`src/rtl/core/imdf_pkg.sv`:
```
`default_nettype none
// ----------------------------------------------------------------------------
// ICY metadata deframer package
// Shared types and constants: the result kinds and the command word that
// travels from the classifier through the queue to the result sequencer.
// ----------------------------------------------------------------------------
package imdf_pkg;

    localparam int TITLE_PREFIX_SKIP_DEF = 11;
    localparam int MAX_PARSE_BLOCK_DEF   = 512;

    localparam int INTERVAL_W  = 20;
    localparam int QUEUE_DEPTH = 4;

    typedef enum logic [2:0] {
        K_AUDIO   = 3'd0,
        K_TITLE   = 3'd1,
        K_DONE    = 3'd2,
        K_SHORT   = 3'd3,
        K_OVERLAP = 3'd4
    } t_kind;

    // One or two results caused by a single input byte.
    typedef struct packed {
        logic       has1;
        t_kind      kind1;
        logic [7:0] byte1;
        t_kind      kind0;
        logic [7:0] byte0;
    } t_cmd;

    typedef struct packed {
        logic valid;
        t_cmd cmd;
    } t_push;

endpackage
`default_nettype wire

```
`src/rtl/core/imdf_front.sv`:
```
`default_nettype none
// ----------------------------------------------------------------------------
// ICY metadata deframer front end
// Accepts stream bytes, tracks the audio/metadata framing, parses the title
// out of short metadata blocks and issues one command per byte that has
// results.
// ----------------------------------------------------------------------------
module imdf_front
    import imdf_pkg::*;
#(
    parameter int TITLE_PREFIX_SKIP = TITLE_PREFIX_SKIP_DEF,
    parameter int MAX_PARSE_BLOCK   = MAX_PARSE_BLOCK_DEF
) (
    input  wire logic                  i_clk,
    input  wire logic                  i_rst_n,
    input  wire logic                  i_cfg_we,
    input  wire logic [INTERVAL_W-1:0] i_cfg_wdata,
    input  wire logic                  i_valid,
    input  wire logic [7:0]            i_byte,
    input  wire logic                  i_ready,
    output t_push                      o_push
);

    localparam logic [7:0]  CH_NUL  = 8'h00;
    localparam logic [7:0]  CH_DQ   = 8'h22;
    localparam logic [7:0]  CH_SQ   = 8'h27;
    localparam logic [7:0]  CH_SEMI = 8'h3B;
    localparam logic [7:0]  CH_EQ   = 8'h3D;
    localparam logic [7:0]  CH_BSL  = 8'h5C;
    localparam logic [11:0] LEN_MAX = '1;

    typedef enum logic [1:0] {
        PH_AUDIO = 2'b01,
        PH_META  = 2'b10
    } t_phase;

    typedef enum logic [3:0] {
        TS_WAIT_EQ    = 4'b0001,
        TS_WAIT_QUOTE = 4'b0010,
        TS_IN_TITLE   = 4'b0100,
        TS_DONE       = 4'b1000
    } t_tstate;

    logic [INTERVAL_W-1:0] r_interval;
    logic [INTERVAL_W-1:0] r_count,  n_count;
    t_phase                r_phase,  n_phase;
    logic [11:0]           r_rem,    n_rem;
    logic [11:0]           r_off,    n_off;
    logic                  r_parse,  n_parse;
    t_tstate               r_tstate, n_tstate;
    logic                  r_dq,     n_dq;
    logic [7:0]            r_prev,   n_prev;
    logic                  r_qp,     n_qp;
    logic [11:0]           r_len,    n_len;
    logic                  r_halted, n_halted;

    logic       accept;
    logic       is_last;
    logic       emitted;
    logic       handled;
    logic [7:0] q_char;
    t_cmd       cmd;

    function automatic t_cmd put(input t_cmd c, input logic second,
                                 input t_kind k, input logic [7:0] d);
        t_cmd r;
        r = c;
        if (second) begin
            r.has1  = 1'b1;
            r.kind1 = k;
            r.byte1 = d;
        end else begin
            r.kind0 = k;
            r.byte0 = d;
        end
        return r;
    endfunction

    assign accept = i_valid && i_ready;
    assign q_char = r_dq ? CH_DQ : CH_SQ;

    always_comb begin
        n_count  = r_count;
        n_phase  = r_phase;
        n_rem    = r_rem;
        n_off    = r_off;
        n_parse  = r_parse;
        n_tstate = r_tstate;
        n_dq     = r_dq;
        n_prev   = r_prev;
        n_qp     = r_qp;
        n_len    = r_len;
        n_halted = r_halted;
        cmd      = '0;
        emitted  = 1'b0;
        handled  = 1'b0;
        is_last  = (r_rem <= 12'd1);

        if (accept && !r_halted) begin
            if (r_interval == '0) begin
                cmd     = put(cmd, emitted, K_AUDIO, i_byte);
                emitted = 1'b1;
            end else if (r_phase == PH_AUDIO) begin
                if (r_count >= r_interval) begin
                    n_count = '0;
                    // A zero length byte announces an empty block.
                    if (i_byte != CH_NUL) begin
                        n_rem    = {i_byte, 4'b0000};
                        n_off    = '0;
                        n_parse  = ({1'b0, i_byte, 4'b0000} < 13'(MAX_PARSE_BLOCK));
                        n_tstate = TS_WAIT_EQ;
                        n_dq     = 1'b0;
                        n_prev   = CH_NUL;
                        n_qp     = 1'b0;
                        n_len    = '0;
                        n_phase  = PH_META;
                    end
                end else begin
                    n_count = INTERVAL_W'(r_count + 1'b1);
                    cmd     = put(cmd, emitted, K_AUDIO, i_byte);
                    emitted = 1'b1;
                end
            end else begin
                n_off = 12'(r_off + 1'b1);
                n_rem = is_last ? 12'd0 : 12'(r_rem - 1'b1);
                if (is_last) begin
                    n_phase = PH_AUDIO;
                end
                if (r_parse && (r_off >= 12'(TITLE_PREFIX_SKIP))) begin
                    n_prev = i_byte;
                    case (r_tstate)
                        TS_WAIT_EQ: begin
                            if (i_byte == CH_EQ) begin
                                n_tstate = TS_WAIT_QUOTE;
                            end
                        end
                        TS_WAIT_QUOTE: begin
                            if (i_byte == CH_SQ) begin
                                n_dq     = 1'b0;
                                n_tstate = TS_IN_TITLE;
                            end else if (i_byte == CH_DQ) begin
                                n_dq     = 1'b1;
                                n_tstate = TS_IN_TITLE;
                            end
                        end
                        TS_IN_TITLE: begin
                            // A held quote is settled by the byte that follows it.
                            if (r_qp) begin
                                n_qp = 1'b0;
                                if (i_byte == CH_SEMI || i_byte == CH_NUL) begin
                                    cmd = put(cmd, emitted,
                                              (n_len >= 12'd2) ? K_DONE : K_SHORT, 8'h00);
                                    emitted  = 1'b1;
                                    n_tstate = TS_DONE;
                                    handled  = 1'b1;
                                end else begin
                                    cmd     = put(cmd, emitted, K_TITLE, q_char);
                                    emitted = 1'b1;
                                    if (n_len != LEN_MAX) begin
                                        n_len = 12'(n_len + 1'b1);
                                    end
                                end
                            end
                            if (!handled) begin
                                if (i_byte == CH_NUL) begin
                                    if (n_len >= 12'd2) begin
                                        cmd      = put(cmd, emitted, K_OVERLAP, 8'h00);
                                        n_halted = 1'b1;
                                    end else begin
                                        cmd = put(cmd, emitted, K_SHORT, 8'h00);
                                    end
                                    emitted  = 1'b1;
                                    n_tstate = TS_DONE;
                                end else if (i_byte == q_char && r_prev != CH_BSL) begin
                                    if (is_last) begin
                                        cmd = put(cmd, emitted,
                                                  (n_len >= 12'd2) ? K_DONE : K_SHORT,
                                                  8'h00);
                                        emitted  = 1'b1;
                                        n_tstate = TS_DONE;
                                    end else begin
                                        n_qp = 1'b1;
                                    end
                                end else if (is_last) begin
                                    cmd      = put(cmd, emitted, K_SHORT, 8'h00);
                                    emitted  = 1'b1;
                                    n_tstate = TS_DONE;
                                end else begin
                                    cmd     = put(cmd, emitted, K_TITLE, i_byte);
                                    emitted = 1'b1;
                                    if (n_len != LEN_MAX) begin
                                        n_len = 12'(n_len + 1'b1);
                                    end
                                end
                            end
                        end
                        TS_DONE: begin
                        end
                        default: begin
                        end
                    endcase
                end
            end
        end
    end

    assign o_push.valid = emitted;
    assign o_push.cmd   = cmd;

    always_ff @(posedge i_clk) begin
        if (!i_rst_n) begin
            r_interval <= '0;
            r_count    <= '0;
            r_phase    <= PH_AUDIO;
            r_rem      <= '0;
            r_off      <= '0;
            r_parse    <= 1'b0;
            r_tstate   <= TS_WAIT_EQ;
            r_dq       <= 1'b0;
            r_prev     <= CH_NUL;
            r_qp       <= 1'b0;
            r_len      <= '0;
            r_halted   <= 1'b0;
        end else begin
            if (i_cfg_we) begin
                r_interval <= i_cfg_wdata;
            end
            r_count  <= n_count;
            r_phase  <= n_phase;
            r_rem    <= n_rem;
            r_off    <= n_off;
            r_parse  <= n_parse;
            r_tstate <= n_tstate;
            r_dq     <= n_dq;
            r_prev   <= n_prev;
            r_qp     <= n_qp;
            r_len    <= n_len;
            r_halted <= n_halted;
        end
    end

    a_halt_silent: assert property (@(posedge i_clk) disable iff (!i_rst_n)
        r_halted |-> !o_push.valid)
        else $error("command issued while halted");

    a_pending_in_title: assert property (@(posedge i_clk) disable iff (!i_rst_n)
        r_qp |-> (r_tstate == TS_IN_TITLE) && (r_phase == PH_META))
        else $error("quote held outside a title");

endmodule
`default_nettype wire

```
`src/rtl/core/imdf_queue.sv`:
```
`default_nettype none
// ----------------------------------------------------------------------------
// ICY metadata deframer command queue
// Small FIFO of commands that decouples the front end from the result
// sequencer.
// ----------------------------------------------------------------------------
module imdf_queue
    import imdf_pkg::*;
(
    input  wire logic  i_clk,
    input  wire logic  i_rst_n,
    input  wire t_push i_push,
    input  wire logic  i_pop,
    output logic       o_full,
    output logic       o_head_valid,
    output t_cmd       o_head
);

    localparam int PTR_W = (QUEUE_DEPTH > 1) ? $clog2(QUEUE_DEPTH) : 1;
    localparam int CNT_W = $clog2(QUEUE_DEPTH + 1);

    t_cmd             r_mem [QUEUE_DEPTH];
    logic [PTR_W-1:0] r_wr;
    logic [PTR_W-1:0] r_rd;
    logic [CNT_W-1:0] r_count;
    logic             do_push;
    logic             do_pop;

    assign o_full       = (r_count == CNT_W'(QUEUE_DEPTH));
    assign o_head_valid = (r_count != '0);
    assign o_head       = r_mem[r_rd];
    assign do_push      = i_push.valid && !o_full;
    assign do_pop       = i_pop && o_head_valid;

    always_ff @(posedge i_clk) begin
        if (do_push) begin
            r_mem[r_wr] <= i_push.cmd;
        end
    end

    always_ff @(posedge i_clk) begin
        if (!i_rst_n) begin
            r_wr    <= '0;
            r_rd    <= '0;
            r_count <= '0;
        end else begin
            if (do_push) begin
                r_wr <= (r_wr == PTR_W'(QUEUE_DEPTH - 1)) ? '0 : PTR_W'(r_wr + 1'b1);
            end
            if (do_pop) begin
                r_rd <= (r_rd == PTR_W'(QUEUE_DEPTH - 1)) ? '0 : PTR_W'(r_rd + 1'b1);
            end
            if (do_push && !do_pop) begin
                r_count <= CNT_W'(r_count + 1'b1);
            end else if (do_pop && !do_push) begin
                r_count <= CNT_W'(r_count - 1'b1);
            end
        end
    end

    a_count_bound: assert property (@(posedge i_clk) disable iff (!i_rst_n)
        r_count <= CNT_W'(QUEUE_DEPTH))
        else $error("queue count beyond depth");

    a_no_overflow: assert property (@(posedge i_clk) disable iff (!i_rst_n)
        i_push.valid |-> !o_full)
        else $error("command pushed into a full queue");

endmodule
`default_nettype wire

```
`src/rtl/core/imdf_back.sv`:
```
`default_nettype none
// ----------------------------------------------------------------------------
// ICY metadata deframer result sequencer
// Takes the command at the head of the queue and delivers its one or two
// results on the output stream, marking the last one of each byte.
// ----------------------------------------------------------------------------
module imdf_back
    import imdf_pkg::*;
(
    input  wire logic  i_clk,
    input  wire logic  i_rst_n,
    input  wire logic  i_head_valid,
    input  wire t_cmd  i_head,
    output logic       o_pop,
    output logic       o_valid,
    input  wire logic  i_ready,
    output logic [7:0] o_byte,
    output logic [2:0] o_kind,
    output logic       o_last
);

    logic r_second;
    logic take;

    assign o_valid = i_head_valid;
    assign o_kind  = r_second ? i_head.kind1 : i_head.kind0;
    assign o_byte  = r_second ? i_head.byte1 : i_head.byte0;
    assign o_last  = r_second || !i_head.has1;
    assign take    = i_head_valid && i_ready;
    assign o_pop   = take && o_last;

    always_ff @(posedge i_clk) begin
        if (!i_rst_n) begin
            r_second <= 1'b0;
        end else if (take) begin
            r_second <= !o_last;
        end
    end

    a_second_has_pair: assert property (@(posedge i_clk) disable iff (!i_rst_n)
        r_second |-> i_head_valid && i_head.has1)
        else $error("second result selected without a pair");

endmodule
`default_nettype wire

```
`src/rtl/core/icy_metadata_deframer_top.sv`:
```
`default_nettype none
// A result is written into the command queue when its byte is accepted and
// is offered from the queue head; bytes with no result produce nothing.
// Bytes are accepted one per cycle while the command queue is not full; the
// classifier is combinational. A byte with two results leaves as two output
// transfers, which a four-entry command queue absorbs. Reset is synchronous,
// active low, clears all control state at once and needs no clearing pass.
// ----------------------------------------------------------------------------
// ICY metadata deframer top level
// Strips in-band metadata blocks from a stream and extracts the stream title.
// ----------------------------------------------------------------------------
module icy_metadata_deframer_top
    import imdf_pkg::*;
#(
    parameter int TITLE_PREFIX_SKIP = TITLE_PREFIX_SKIP_DEF,
    parameter int MAX_PARSE_BLOCK   = MAX_PARSE_BLOCK_DEF
) (
    input  wire logic                  i_clk,
    input  wire logic                  i_rst_n,
    input  wire logic                  i_cfg_we,
    input  wire logic [INTERVAL_W-1:0] i_cfg_wdata,   // meta_interval
    input  wire logic                  s_axis_tvalid,
    output logic                       s_axis_tready,
    input  wire logic [7:0]            s_axis_tdata,  // [7:0] stream_byte
    output logic                       m_axis_tvalid,
    input  wire logic                  m_axis_tready,
    output logic [7:0]                 m_axis_tdata,  // [7:0] out_byte
    output logic [2:0]                 m_axis_tuser,  // [2:0] kind
    output logic                       m_axis_tlast
);

    t_push push;
    t_cmd  head;
    logic  full;
    logic  head_valid;
    logic  pop;

    assign s_axis_tready = !full;

    imdf_front #(
        .TITLE_PREFIX_SKIP (TITLE_PREFIX_SKIP),
        .MAX_PARSE_BLOCK   (MAX_PARSE_BLOCK)
    ) u_front (
        .i_clk       (i_clk),
        .i_rst_n     (i_rst_n),
        .i_cfg_we    (i_cfg_we),
        .i_cfg_wdata (i_cfg_wdata),
        .i_valid     (s_axis_tvalid),
        .i_byte      (s_axis_tdata),
        .i_ready     (s_axis_tready),
        .o_push      (push)
    );

    imdf_queue u_queue (
        .i_clk        (i_clk),
        .i_rst_n      (i_rst_n),
        .i_push       (push),
        .i_pop        (pop),
        .o_full       (full),
        .o_head_valid (head_valid),
        .o_head       (head)
    );

    imdf_back u_back (
        .i_clk        (i_clk),
        .i_rst_n      (i_rst_n),
        .i_head_valid (head_valid),
        .i_head       (head),
        .o_pop        (pop),
        .o_valid      (m_axis_tvalid),
        .i_ready      (m_axis_tready),
        .o_byte       (m_axis_tdata),
        .o_kind       (m_axis_tuser),
        .o_last       (m_axis_tlast)
    );

endmodule
`default_nettype wire
```
`config.mk`:
```
export PLATFORM = sky130hd
export DESIGN_NAME = icy_metadata_deframer_top
export DESIGN_NICKNAME = d
export VERILOG_FILES = /design/src/rtl/core/imdf_pkg.sv /design/src/rtl/core/imdf_front.sv /design/src/rtl/core/imdf_queue.sv /design/src/rtl/core/imdf_back.sv /design/src/rtl/core/icy_metadata_deframer_top.sv
export SDC_FILE = /design/constraint.sdc
export NUM_CORES = 1
export LEC_CHECK = 0
export BUFFER_PORTS_ARGS = -buffer_cell sky130_fd_sc_hd__clkbuf_2
export CORE_MARGIN = 1
export CORE_UTILIZATION = 37
export CTS_CLUSTER_SIZE = 30
export DETAILED_ROUTE_END_ITERATION = 7
export PLACE_DENSITY = 0.53
export SETUP_SLACK_MARGIN = 0.02
export SLEW_MARGIN = 20
export SYNTH_ARGS = -nofsm -noshare
export SYNTH_HDL_FRONTEND = slang
export SYNTH_HIERARCHICAL = 1
export SYNTH_SLANG_ARGS = --single-unit
export TNS_END_PERCENT = 30
```
`constraint.sdc`:
```
create_clock -name i_clk -period 11.65 [get_ports i_clk]
set_input_delay 0.5825 -clock i_clk [delete_from_list [all_inputs] [get_ports i_clk]]
set_output_delay 0.5825 -clock i_clk [all_outputs]
set_load 0.05 [all_outputs]
```
==> results of run 1 <==
[kinds of logic after synthesis]
family,count (synthesis),synth area share
and+or+nand+nor,369,0.190
DFF,196,0.487
AOI/OAI and AO/OA,168,0.109
buffers and inverters,82,0.0386
muxes,61,0.0964
xor gates and xnor gates,39,0.0344
adders and majority gates,35,0.0448
other,1,0.000377
[metal layers]
layer	vias up	GRT usage	wire length [um]	share of wire
met5	-	0	0	0
met3	32	0.0293	749	0.033
li1	3565	-	-	-
met2	150	0.288	10700	0.47
met1	3446	0.217	10700	0.47
met4	0	0.0561	393	0.017
[worst paths after layout]
kind,startpoint,to,slack (ps),depth (start not counted)
hold / removal,i_cfg_wdata[12],u_front/r_interval[12],380,3
setup / recovery,u_front/r_interval[17],u_queue/r_count[2],7190,16
setup reg to reg,u_front/r_interval[17],u_queue/r_count[2],7190,16
hold reg to reg,u_front/r_rem[11],u_front/r_rem[11],460,2
[registers in the layout, indices dropped and copies added (netlist names), 3 cells and up, named ones only]
| name | count |
|---|---|
| u_front/r_count | 20 |
| u_front/r_interval | 20 |
| u_front/r_len | 12 |
| u_front/r_off | 12 |
| u_front/r_prev | 8 |
| u_front/r_rem | 12 |
| u_front/r_tstate | 4 |
| u_queue/r_count | 3 |
| u_queue/r_mem | 92 |
[layout by cell type (no fill, tap or decap), types with 24 or more instances in the layout]
cell type and instances:
sky130_fd_sc_hd__mux2i_1 26, sky130_fd_sc_hd__nand3_1 30, sky130_fd_sc_hd__and2_1 24, sky130_fd_sc_hd__nand2_1 67, sky130_fd_sc_hd__clkbuf_2 46, sky130_fd_sc_hd__o21ai_0 39
sky130_fd_sc_hd__inv_1 38, sky130_fd_sc_hd__ha_1 34, sky130_fd_sc_hd__a21oi_1 44, sky130_fd_sc_hd__dfxtp_1 104, sky130_fd_sc_hd__nor2_1 119, sky130_fd_sc_hd__edfxtp_1 92
[final cells by class]
| type | instances | area share |
|---|---|---|
| sequential | 196 | 0.438 |
| multi-input combinational | 673 | 0.426 |
| clock buffer | 17 | 0.0384 |
| tap | 335 | 0.0379 |
| timing repair buffer | 56 | 0.0276 |
| clock inverter | 15 | 0.0194 |
| inverter | 38 | 0.0129 |
[where the power goes]
part	internal, mW	total, mW	switching, mW
logic	0.150	0.397	0.247
clock network	0.306	0.628	0.322
registers	0.790	0.821	0.0317
[tightest hold or removal path, cell delays in order]
cell and delay [ps]:
sky130_fd_sc_hd__clkbuf_2 70, sky130_fd_sc_hd__mux2i_1 50, sky130_fd_sc_hd__nor2_1 70
[per-stage QoR]
stage                util  power, mW  setup slack [ps]
detailed placement  0.398       1.24              7030
global route        0.422       1.93              6900
CTS                 0.422       1.87              7180
floorplan               -       1.15              7710
finish              0.422       1.85              7190
global placement    0.398       1.24              7140
==> metrics.md, run 1 <==
| Metric | Value |
|---|---|
| Proportion of register bits with asynchronous set or reset after synthesis | `0` |
| Setup TNS | `0 ps` |
| Worst-Margin Slew | `1120 ps` |
| Detailed-route wire length per cell | `16.9 um` |
| Max Fanout on Critical Path | `7` |
| Cell class contributing the biggest share of worst-path delay | `compound AO/OA/AOI/OAI gates` |
| Instance area after placement | `0.0104 mm^2` |
| Largest cells by area after synthesis | `sky130_fd_sc_hd__edfxtp_1 28%, sky130_fd_sc_hd__dfxtp_1 21%, sky130_fd_sc_hd__mux4_2 5.0%, sky130_fd_sc_hd__nor2_1 4.5%, sky130_fd_sc_hd__ha_1 4.3%` |
| Via count of the first global-routing pass | `7136` |
| Leading cell types by count after synthesis | `119 x sky130_fd_sc_hd__nor2_1, 104 x sky130_fd_sc_hd__dfxtp_1, 92 x sky130_fd_sc_hd__edfxtp_1` |
| Detail-routed via count per cell | `5.41` |
| Initial antenna violation count | `0` |
| Count of routing violations after the opening detailed-route iteration | `449` |
| Slew headroom | `0.247` |
| Top cell type's share of synthesized area | `0.278` |
| Number of max-slew violations in the final report | `0` |
| Peak clock frequency supported by timing | `224 MHz` |
| Cell count after placement | `1298` |
| Most numerous cell in the Yosys netlist | `sky130_fd_sc_hd__nor2_1` |
| Synthesized Nets | `1019` |
| Post-synth top flop | `sky130_fd_sc_hd__dfxtp_1` |
| Violations in the final reports | `DRC` |
| Worst skew pair latency | `440 ps` |
| Number of max-cap violations | `0` |
| Maximum number of pins on one net before global-route repair | `50` |
| Clock-pin slew reported for the worst setup and hold paths after clock tree synthesis | `90 ps` |
| Power density over cell area | `167 mW/mm^2` |
| Count of synthesis-stage warnings from yosys | `6` |
| Final-report hold violation count | `0` |
| Number of clock buffers inserted by TritonCTS | `17` |
| # hold bufs at CTS | `0` |
| Crit Path Category | `reg -> reg` |
| Die area | `0.0275 mm^2` |
| Tmin final | `4460 ps` |
| First-pass GRT wire length | `37.4 mm` |
| Flip-flop and latch count after synthesis | `196` |
| Final clock skew | `17.0 ps` |
| Largest stage delay on the critical path | `480 ps` |
| Routability congestion estimate | `0.860` |
| DIE WIDTH | `166 um` |
| Static Leak | `4.06 nW` |
| Number of library cell types mapped by synthesis | `78` |
| Post-Syn Area | `0.00994 mm^2` |
| Detailed-route wire length | `22.5 mm` |
| Number of ports placed on the die boundary | `47` |
| RSZ-0062 raised after global routing | `no` |
| Fillers | `2516` |
| Post-route cell area | `0.0111 mm^2` |
| Initial core utilization | `0.379` |
| CTS tree | `built` |
| Number of H-tree branching levels | `4` |
| Maximum vdd drop | `0.100 mV` |
| Total congestion overflow after global routing | `0` |
| Portion of the post-synthesis area used by sequential elements | `0.487` |
| Synthesized instance count | `951` |
| Post-cts repair resize count | `0` |
| ANT cells | `0` |
| Cell chain of the critical path | `inv_1 -> ha_1 -> a21o_1 -> a31oi_1 -> o211ai_1 -> a2111o_1 -> a21boi_0 -> o21ba_2 -> a21oi_1 -> nor2b_1 -> ha_1 -> inv_1 -> fa_1 -> xor2_1 -> or3_2 -> a21boi_0` |
| Signed area change from the synthesized netlist to the final layout | `11.3%` |
| Kind of start point of the critical path | `flop` |
| Tightest hold margin | `379 ps` |
| Post-CTS setup buffer count | `0` |
| Post-route DRC violation count | `1` |
| Total vias in the final route | `7193` |
| Maximum clock path buffer count | `2` |
| Outcome | `finished with violations` |
| Detailed-placement wirelength estimate | `15.5 mm` |
| Site row count | `59` |
| Required time of the critical path | `12020 ps` |
| Setup violators final | `0` |
| Final clock period utilization by the worst path | `0.383` |
| Area used by multi-input combinational logic | `0.00471 mm^2` |
| Clock sink count | `196` |
| Overall global routing resource usage | `0.169` |
| Count of input and output buffers | `46` |
| Ratio of cells with drive above 1 in the final layout | `0.142` |
| Class of the worst hold path | `in -> reg` |
| Post-route antenna net violation count | `0` |
| Crit path buf inv count | `2` |
| Count of flip-flops with a built-in enable after synthesis | `92` |
| Worst setup EP type | `flop` |
| CTS Root Cell | `sky130_fd_sc_hd__clkbuf_16` |
| Drt pass-1 iters | `7` |
| CP max-delay cell | `sky130_fd_sc_hd__nor2b_1` |
| Post-layout instance count excluding filler cells | `1330` |
| Final #Nets | `1050` |
| CORE AREA | `0.0262 mm^2` |
| Top cell type by total area after synthesis | `sky130_fd_sc_hd__edfxtp_1` |
| Floorplan die height | `166 um` |
| Area used by sequential logic in the layout | `0.00484 mm^2` |
| Mapped Avg Cell Area | `10.5 um^2` |
| Arrival time reported for the critical path endpoint | `4830 ps` |
No activity file was read; power rests on OpenSTA's default activity.
==> run 2: changes to the inputs <==
--- a/config.mk
+++ b/config.mk
@@ -10,7 +10,7 @@
 export CORE_UTILIZATION = 37
 export CTS_CLUSTER_SIZE = 30
 export DETAILED_ROUTE_END_ITERATION = 7
-export PLACE_DENSITY = 0.53
+export PLACE_DENSITY = 0.55
 export SETUP_SLACK_MARGIN = 0.02
 export SLEW_MARGIN = 20
 export SYNTH_ARGS = -nofsm -noshare
==> constraint.sdc (replaced) <==
create_clock -name i_clk -period 3.7 [get_ports i_clk]
set_input_delay 0.185 -clock i_clk [delete_from_list [all_inputs] [get_ports i_clk]]
set_output_delay 0.185 -clock i_clk [all_outputs]
set_load 0.05 [all_outputs]
==> metrics.md, run 2 (synthesis gave the netlist of run 1 again) <==
| Metric | Value |
|---|---|
| CTS tree | `built (unchanged)` |
| Setup slack at placement | `-35.3 ps (was 7030 ps)` |
| Kind of start point of the critical path | `flop (unchanged)` |
| Class of the worst hold path | `in -> reg (unchanged)` |
| Number of max-slew violations in the final report | `0 (unchanged)` |
| Crit Reg-Reg Startpoint | `u_front/r_interval[17] (unchanged)` |
| Total congestion overflow after global routing | `0 (unchanged)` |
| ANT cells | `0 (unchanged)` |
| CTS Root Cell | `sky130_fd_sc_hd__clkbuf_16 (unchanged)` |
| Count of routing violations after the opening detailed-route iteration | `480 (was 449)` |
| Peak clock frequency supported by timing | `285 MHz (was 224 MHz)` |
| Leading cell type in the layout, fill and taps excluded | `sky130_fd_sc_hd__nor2_1 (unchanged)` |
| Most frequent cells in the layout | `119 x sky130_fd_sc_hd__nor2_1, 103 x sky130_fd_sc_hd__dfxtp_1, 92 x sky130_fd_sc_hd__edfxtp_1 (was 119 x sky130_fd_sc_hd__nor2_1, 104 x sky130_fd_sc_hd__dfxtp_1, 92 x sky130_fd_sc_hd__edfxtp_1)` |
| Setup crit start | `u_front/r_interval[17] (unchanged)` |
| Largest regs | `u_queue/r_mem (92), u_front/r_count (20), u_front/r_interval (20) (unchanged)` |
| Count of input and output buffers | `46 (unchanged)` |
| Worst skew pair latency | `440 ps (about the same)` |
| Max Fanout on Critical Path | `5 (was 7)` |
| Routability congestion estimate | `0.882 (was 0.860)` |
| Number of max-cap violations | `0 (unchanged)` |
| Detailed-route wire length per cell | `16.5 um (was 16.9 um)` |
| Arrival time reported for the critical path endpoint | `3900 ps (was 4830 ps)` |
| Clock sink count | `196 (unchanged)` |
| Final #Nets | `1129 (was 1050)` |
| Power after layout | `5.85 mW (was 1.85 mW)` |
| DIE WIDTH | `166 um (unchanged)` |
| Worst setup EP type | `flop (unchanged)` |
| Die area | `0.0275 mm^2 (unchanged)` |
| Worst-Margin Slew | `1080 ps (was 1120 ps)` |
| Post-route antenna net violation count | `0 (unchanged)` |
| Ratio of cells with drive above 1 in the final layout | `0.196 (was 0.142)` |
| Detailed-placement wirelength estimate | `16.4 mm (was 15.5 mm)` |
| Final clock period utilization by the worst path | `0.950 (was 0.383)` |
| Required time of the critical path | `4080 ps (was 12020 ps)` |
| Register with the most flip-flops | `u_queue/r_mem (unchanged)` |
| Setup violators final | `0 (unchanged)` |
| Slew headroom | `0.275 (was 0.247)` |
| Maximum clock path buffer count | `2 (unchanged)` |
| Initial antenna violation count | `0 (unchanged)` |
| Outcome | `finished with violations (unchanged)` |
| Relative contribution of the clock network to total power | `0.326 (was 0.340)` |
| Tightest hold margin | `27.5 ps (was 379 ps)` |
| Signed area change from the synthesized netlist to the final layout | `18.6% (was 11.3%)` |
| Floorplan die height | `166 um (unchanged)` |
| Power density over cell area | `496 mW/mm^2 (was 167 mW/mm^2)` |
| Comb power frac | `0.235 (was 0.215)` |
| Total vias in the final route | `7519 (was 7193)` |
| Tmin final | `3510 ps (was 4460 ps)` |
| Number of clock buffers inserted by TritonCTS | `17 (unchanged)` |
| Register-to-register path setup slack | `190 ps (was 7190 ps)` |
| Initial core utilization | `0.379 (unchanged)` |
| CORE AREA | `0.0262 mm^2 (unchanged)` |
| Number of flip-flops in the largest register | `92 (unchanged)` |
| Switching part of the total | `0.321 (was 0.325)` |
| Setup TNS | `0 ps (unchanged)` |
| Drt pass-1 iters | `8 (was 7)` |
| Via count of the first global-routing pass | `7503 (was 7136)` |
| RSZ-0062 raised after global routing | `no (unchanged)` |
| Capture point of the critical path | `u_queue/r_count[2] (unchanged)` |
| Final clock skew | `12.8 ps (was 17.0 ps)` |
| Reg2Reg Depth | `16 (unchanged)` |
| Number of H-tree branching levels | `4 (unchanged)` |
| Critical R2R Capture | `u_queue/r_count[2] (unchanged)` |
| Fillers | `2480 (was 2516)` |
| Detailed-route wire length | `23.3 mm (was 22.5 mm)` |
| Site row count | `59 (unchanged)` |
| Maximum vdd drop | `0.290 mV (was 0.100 mV)` |
| Post-route DRC violation count | `5 (was 1)` |
| Final WS setup | `186 ps (was 7190 ps)` |
| Static Leak | `4.46 nW (was 4.06 nW)` |
| Crit Path Category | `reg -> reg (unchanged)` |
| Overall global routing resource usage | `0.174 (was 0.169)` |
| Detail-routed via count per cell | `5.34 (was 5.41)` |
| Violations in the final reports | `DRC (unchanged)` |
| Share of total power in sequential cells | `0.439 (was 0.445)` |
| Internal power | `3.97 mW (was 1.25 mW)` |
| Final-report hold violation count | `0 (unchanged)` |
| Area used by sequential logic in the layout | `0.00485 mm^2 (was 0.00484 mm^2)` |
| Clock-pin slew reported for the worst setup and hold paths after clock tree synthesis | `80 ps (was 90 ps)` |
| Maximum number of pins on one net before global-route repair | `50 (unchanged)` |
| Number of ports placed on the die boundary | `47 (unchanged)` |
| Net Switching | `1.88 mW (was 0.601 mW)` |
| Area used by multi-input combinational logic | `0.00477 mm^2 (was 0.00471 mm^2)` |
| First-pass GRT wire length | `38.1 mm (was 37.4 mm)` |
==> run 2: routing by layer <==
metal  up-vias  global-route usage  part of all wire
met1      3599               0.226              0.46
li1       3714                   -                 -
met4         0              0.0581             0.017
met2       173               0.292              0.48
met3        33              0.0322             0.042
met5         -                   0                 0
==> run 2: worst min-delay path by stage <==
| stage | startpoint | to | slack (ps) | cells past startpoint |
|---|---|---|---|---|
| finish | i_cfg_wdata[3] | u_front/r_interval[3] | 30 | 3 |
| global route | i_cfg_wdata[3] | u_front/r_interval[3] | 9 | 3 |
| CTS | i_cfg_wdata[3] | u_front/r_interval[3] | 4 | 3 |
| detailed placement | i_cfg_wdata[15] | u_front/r_interval[15] | 430 | 3 |
| global placement | i_cfg_wdata[13] | u_front/r_interval[13] | 420 | 3 |
| floorplan | i_rst_n | u_back/r_second | 300 | 1 |
==> run 2: power by group through the flow <==
stage | combinational (mW) | clock [mW] | sequential (mW)
4_1_cts | 1.38 | 1.95 | 2.57
2_1_floorplan | 1.04 | 0 | 2.60
5_1_grt | 1.48 | 2.04 | 2.59
6_report | 1.37 | 1.91 | 2.57
3_5_place_dp | 1.35 | 0 | 2.62
3_3_place_gp | 1.34 | 0 | 2.61
==> run 2: layout make-up <==
class / count / area share
Timing Repair Buffer: 135 / 0.0845
Tap cell: 335 / 0.0355
Clock inverter: 15 / 0.0159
Sequential cell: 196 / 0.411
Multi-Input combinational cell: 673 / 0.405
Clock buffer: 17 / 0.0361
Inverter: 38 / 0.0121
==> run 2: per-stage QoR <==
step                std cells   util  cell area (um^2)
global route             1409  0.450             11800
global placement         1357  0.417             10900
finish                   1409  0.450             11800
CTS                      1409  0.449             11800
floorplan                 951      -              9950
detailed placement       1357  0.417             10900
==> run 2: worst max-delay path, cell delays in order (launching register included) <==
cell and delay [ps]:
sky130_fd_sc_hd__dfxtp_2 330, sky130_fd_sc_hd__inv_1 40, sky130_fd_sc_hd__ha_1 270, sky130_fd_sc_hd__a21o_1 190, sky130_fd_sc_hd__a31oi_2 160, sky130_fd_sc_hd__o211ai_1 140
sky130_fd_sc_hd__a2111o_1 350, sky130_fd_sc_hd__a21boi_4 170, sky130_fd_sc_hd__o21ba_4 230, sky130_fd_sc_hd__a21oi_2 150, sky130_fd_sc_hd__nor2b_4 210, sky130_fd_sc_hd__ha_4 150
sky130_fd_sc_hd__inv_1 50, sky130_fd_sc_hd__fa_2 330, sky130_fd_sc_hd__xor2_1 150, sky130_fd_sc_hd__or3_2 400, sky130_fd_sc_hd__a21boi_1 120
==> run 2: repair_timing <==
item / in CTS / in global routing
setup buffers: 1 / 0
hold buffers: 19 / 0
hold endpoints to repair: 19 / 0
setup endpoints to repair: 1 / 9
pin swaps: 9 / 4
gates resized for setup: 10 / 4
==> run 3: changes to the inputs <==
--- a/config.mk
+++ b/config.mk
@@ -6,6 +6,7 @@
 export NUM_CORES = 1
 export LEC_CHECK = 0
 export BUFFER_PORTS_ARGS = -buffer_cell sky130_fd_sc_hd__clkbuf_2
+export CORE_ASPECT_RATIO = 0.75
 export CORE_MARGIN = 1
 export CORE_UTILIZATION = 37
 export CTS_CLUSTER_SIZE = 30
==> metrics.md, run 3 (synthesis gave the netlist of run 1 again) <==
| Metric | Value |
|---|---|
| First-pass GRT wire length | `38.6 mm (was 38.1 mm)` |
| Number of ports placed on the die boundary | `47 (unchanged)` |
| Drt pass-1 iters | `5 (was 8)` |
| Dominant cell type by count on the critical path | `sky130_fd_sc_hd__inv_1 (unchanged)` |
| Clock sink count | `196 (unchanged)` |
| Crit Reg-Reg Startpoint | `u_front/r_interval[17] (unchanged)` |
| Count of routing violations after the opening detailed-route iteration | `709 (was 480)` |
| Tmin final | `3550 ps (was 3510 ps)` |
| DIE WIDTH | `191 um (was 166 um)` |
| Total congestion overflow after global routing | `0 (unchanged)` |
| Number of H-tree branching levels | `4 (unchanged)` |
| Post-route DRC violation count | `0 (was 5)` |
| Signed area change from the synthesized netlist to the final layout | `20.6% (was 18.6%)` |
| Maximum number of pins on one net before global-route repair | `50 (unchanged)` |
| Maximum clock path buffer count | `2 (unchanged)` |
| Register with the most flip-flops | `u_queue/r_mem (unchanged)` |
| Largest regs | `u_queue/r_mem (92), u_front/r_count (20), u_front/r_interval (20) (unchanged)` |
| Routability congestion estimate | `0.882 (about the same)` |
| ANT cells | `0 (unchanged)` |
| Crit Path Category | `reg -> reg (unchanged)` |
| Final #Nets | `1154 (was 1129)` |
| Kind of start point of the critical path | `flop (unchanged)` |
| Detailed-route wire length per cell | `16.6 um (was 16.5 um)` |
| Overall global routing resource usage | `0.182 (was 0.174)` |
| Initial core utilization | `0.380 (was 0.379)` |
| Arrival time reported for the critical path endpoint | `3930 ps (was 3900 ps)` |
| Maximum vdd drop | `0.391 mV (was 0.290 mV)` |
| Final-report hold violation count | `0 (unchanged)` |
| Tightest hold margin | `107 ps (was 27.5 ps)` |
| Final WS setup | `151 ps (was 186 ps)` |
| Detailed-placement wirelength estimate | `16.9 mm (was 16.4 mm)` |
| CTS tree | `built (unchanged)` |
| CORE AREA | `0.0262 mm^2 (about the same)` |
| Number of clock buffers inserted by TritonCTS | `17 (unchanged)` |
| Detail-routed via count per cell | `5.24 (was 5.34)` |
| Number of max-slew violations in the final report | `0 (unchanged)` |
| Final clock period utilization by the worst path | `0.959 (was 0.950)` |
| Clock-pin slew reported for the worst setup and hold paths after clock tree synthesis | `70 ps (was 80 ps)` |
| Number of flip-flops in the largest register | `92 (unchanged)` |
| CTS Root Cell | `sky130_fd_sc_hd__clkbuf_16 (unchanged)` |
| Max layer used | `met4 (unchanged)` |
| Class of the worst hold path | `in -> reg (unchanged)` |
| Hold wc startpoint | `m_axis_tready (was i_cfg_wdata[3])` |
| Met2 Wirelength | `10.3 mm (was 11.2 mm)` |
| Detailed route wirelength on metal3 | `992 um (was 979 um)` |
| Worst-Margin Slew | `1080 ps (about the same)` |
| Leading cell type in the layout, fill and taps excluded | `sky130_fd_sc_hd__nor2_1 (unchanged)` |
| CP max-delay cell | `sky130_fd_sc_hd__a2111o_1 (was sky130_fd_sc_hd__or3_2)` |
| Power density over cell area | `490 mW/mm^2 (was 496 mW/mm^2)` |
| Initial antenna violation count | `0 (unchanged)` |
| Required time of the critical path | `4080 ps (about the same)` |
| Critical R2R Capture | `u_queue/r_count[2] (unchanged)` |
| Detailed-route wire length | `24.0 mm (was 23.3 mm)` |
| RSZ-0062 raised after global routing | `no (unchanged)` |
| Largest stage delay on the critical path | `360 ps (was 400 ps)` |
| Static Leak | `4.59 nW (was 4.46 nW)` |
| Worst skew pair latency | `450 ps (was 440 ps)` |
| Peak clock frequency supported by timing | `282 MHz (was 285 MHz)` |
| Register-to-register path setup slack | `150 ps (was 190 ps)` |
| Setup violators final | `0 (unchanged)` |
| Ratio of cells with drive above 1 in the final layout | `0.212 (was 0.196)` |
| Count of input and output buffers | `46 (unchanged)` |
| Power after layout | `5.87 mW (was 5.85 mW)` |
| Slew headroom | `0.272 (was 0.275)` |
| Reg2Reg Depth | `16 (unchanged)` |
| Die area | `0.0275 mm^2 (about the same)` |
| Depth of the worst hold-timing path | `3 (unchanged)` |
| Cell chain of the critical path | `inv_1 -> ha_1 -> a21o_1 -> a31oi_4 -> o211ai_1 -> a2111o_1 -> a21boi_4 -> o21ba_4 -> a21oi_4 -> nor2b_4 -> ha_2 -> inv_1 -> fa_2 -> xor2_1 -> or3_4 -> a21boi_1 (was inv_1 -> ha_1 -> a21o_1 -> a31oi_2 -> o211ai_1 -> a2111o_1 -> a21boi_4 -> o21ba_4 -> a21oi_2 -> nor2b_4 -> ha_4 -> inv_1 -> fa_2 -> xor2_1 -> or3_2 -> a21boi_1)` |
| Final clock skew | `11.1 ps (was 12.8 ps)` |
| Max Fanout on Critical Path | `2 (was 5)` |
| Via count of the first global-routing pass | `7096 (was 7503)` |
| Setup slack at placement | `-102 ps (was -35.3 ps)` |
| Site row count | `51 (was 59)` |
| Post-route antenna net violation count | `0 (unchanged)` |
| Worst Hold Path EP | `u_back/r_second (was u_front/r_interval[3])` |
| Number of max-cap violations | `0 (unchanged)` |
| Most frequent cells in the layout | `119 x sky130_fd_sc_hd__nor2_1, 103 x sky130_fd_sc_hd__dfxtp_1, 92 x sky130_fd_sc_hd__edfxtp_1 (unchanged)` |
| Setup TNS | `0 ps (unchanged)` |
| Outcome | `finished clean (was finished with violations)` |
| Wire length the detailed router placed on met1 | `12.5 mm (was 10.7 mm)` |
| Floorplan die height | `144 um (was 166 um)` |
| Worst setup EP type | `flop (unchanged)` |
| Total vias in the final route | `7556 (was 7519)` |
run 3: area by class of cell:
cell class	instances	area (um^2)
inverter	38	143
sequential	196	4850
multi-input combinational	673	4790
timing repair buffer	160	1190
fill	2475	14200
tap	344	430
clock inverter	15	176
clock buffer	17	425
run 3: worst max-delay path, delay by kind of cell, from the launching register on:
kind | cells | cell delay (ps)
AO/OA/AOI/OAI | 8 | 1610
XOR/XNOR | 1 | 150
AND/OR/NAND/NOR | 2 | 510
flip-flops | 1 | 330
adder cells (fa/ha/maj) | 3 | 790
buffers and inverters | 2 | 90
run 3: repair_timing:
action                     4_1_cts  5_1_grt
setup endpoints to repair        1       15
resized for setup               13        2
hold buffers                    20        0
buffers inserted                 3        0
pin swaps                        9        4
hold endpoints to repair        20        0
run 3: per-stage QoR:
step | util | std cells | area (um^2)
2_1_floorplan | - | 951 | 9950
3_3_place_gp | 0.424 | 1388 | 11100
3_5_place_dp | 0.424 | 1388 | 11100
4_1_cts | 0.458 | 1443 | 12000
5_1_grt | 0.458 | 1443 | 12000
6_report | 0.458 | 1443 | 12000
run 3: report_power, final:
group / internal (mW) / total, mW / switching [mW]
Sequential: 2.49 / 2.57 / 0.0834
Combinational: 0.584 / 1.42 / 0.836
Clock: 0.969 / 1.88 / 0.915
Total: 4.04 / 5.87 / 1.83
run 3: per-layer routing:
| layer | GRT usage | vias up |
|---|---|---|
| met2 | 0.259 | 162 |
| met1 | 0.278 | 3601 |
| li1 | - | 3769 |
| met4 | 0.0480 | 0 |
| met5 | 0 | - |
| met3 | 0.0347 | 24 |
run 3: worst max path at each step:
stage / startpoint / to / slack [ps] / cells after the start
CTS: u_front/r_interval[17] / u_queue/r_count[2] / 60 / 16
global route: u_front/r_interval[17] / u_queue/r_count[2] / 30 / 16
finish: u_front/r_interval[17] / u_queue/r_count[2] / 150 / 16
detailed placement: u_front/r_interval[17] / u_queue/r_count[2] / -100 / 16
floorplan: u_front/r_count[0] / u_queue/r_count[2] / 30 / 18
global placement: u_front/r_interval[17] / u_queue/r_count[2] / -30 / 16
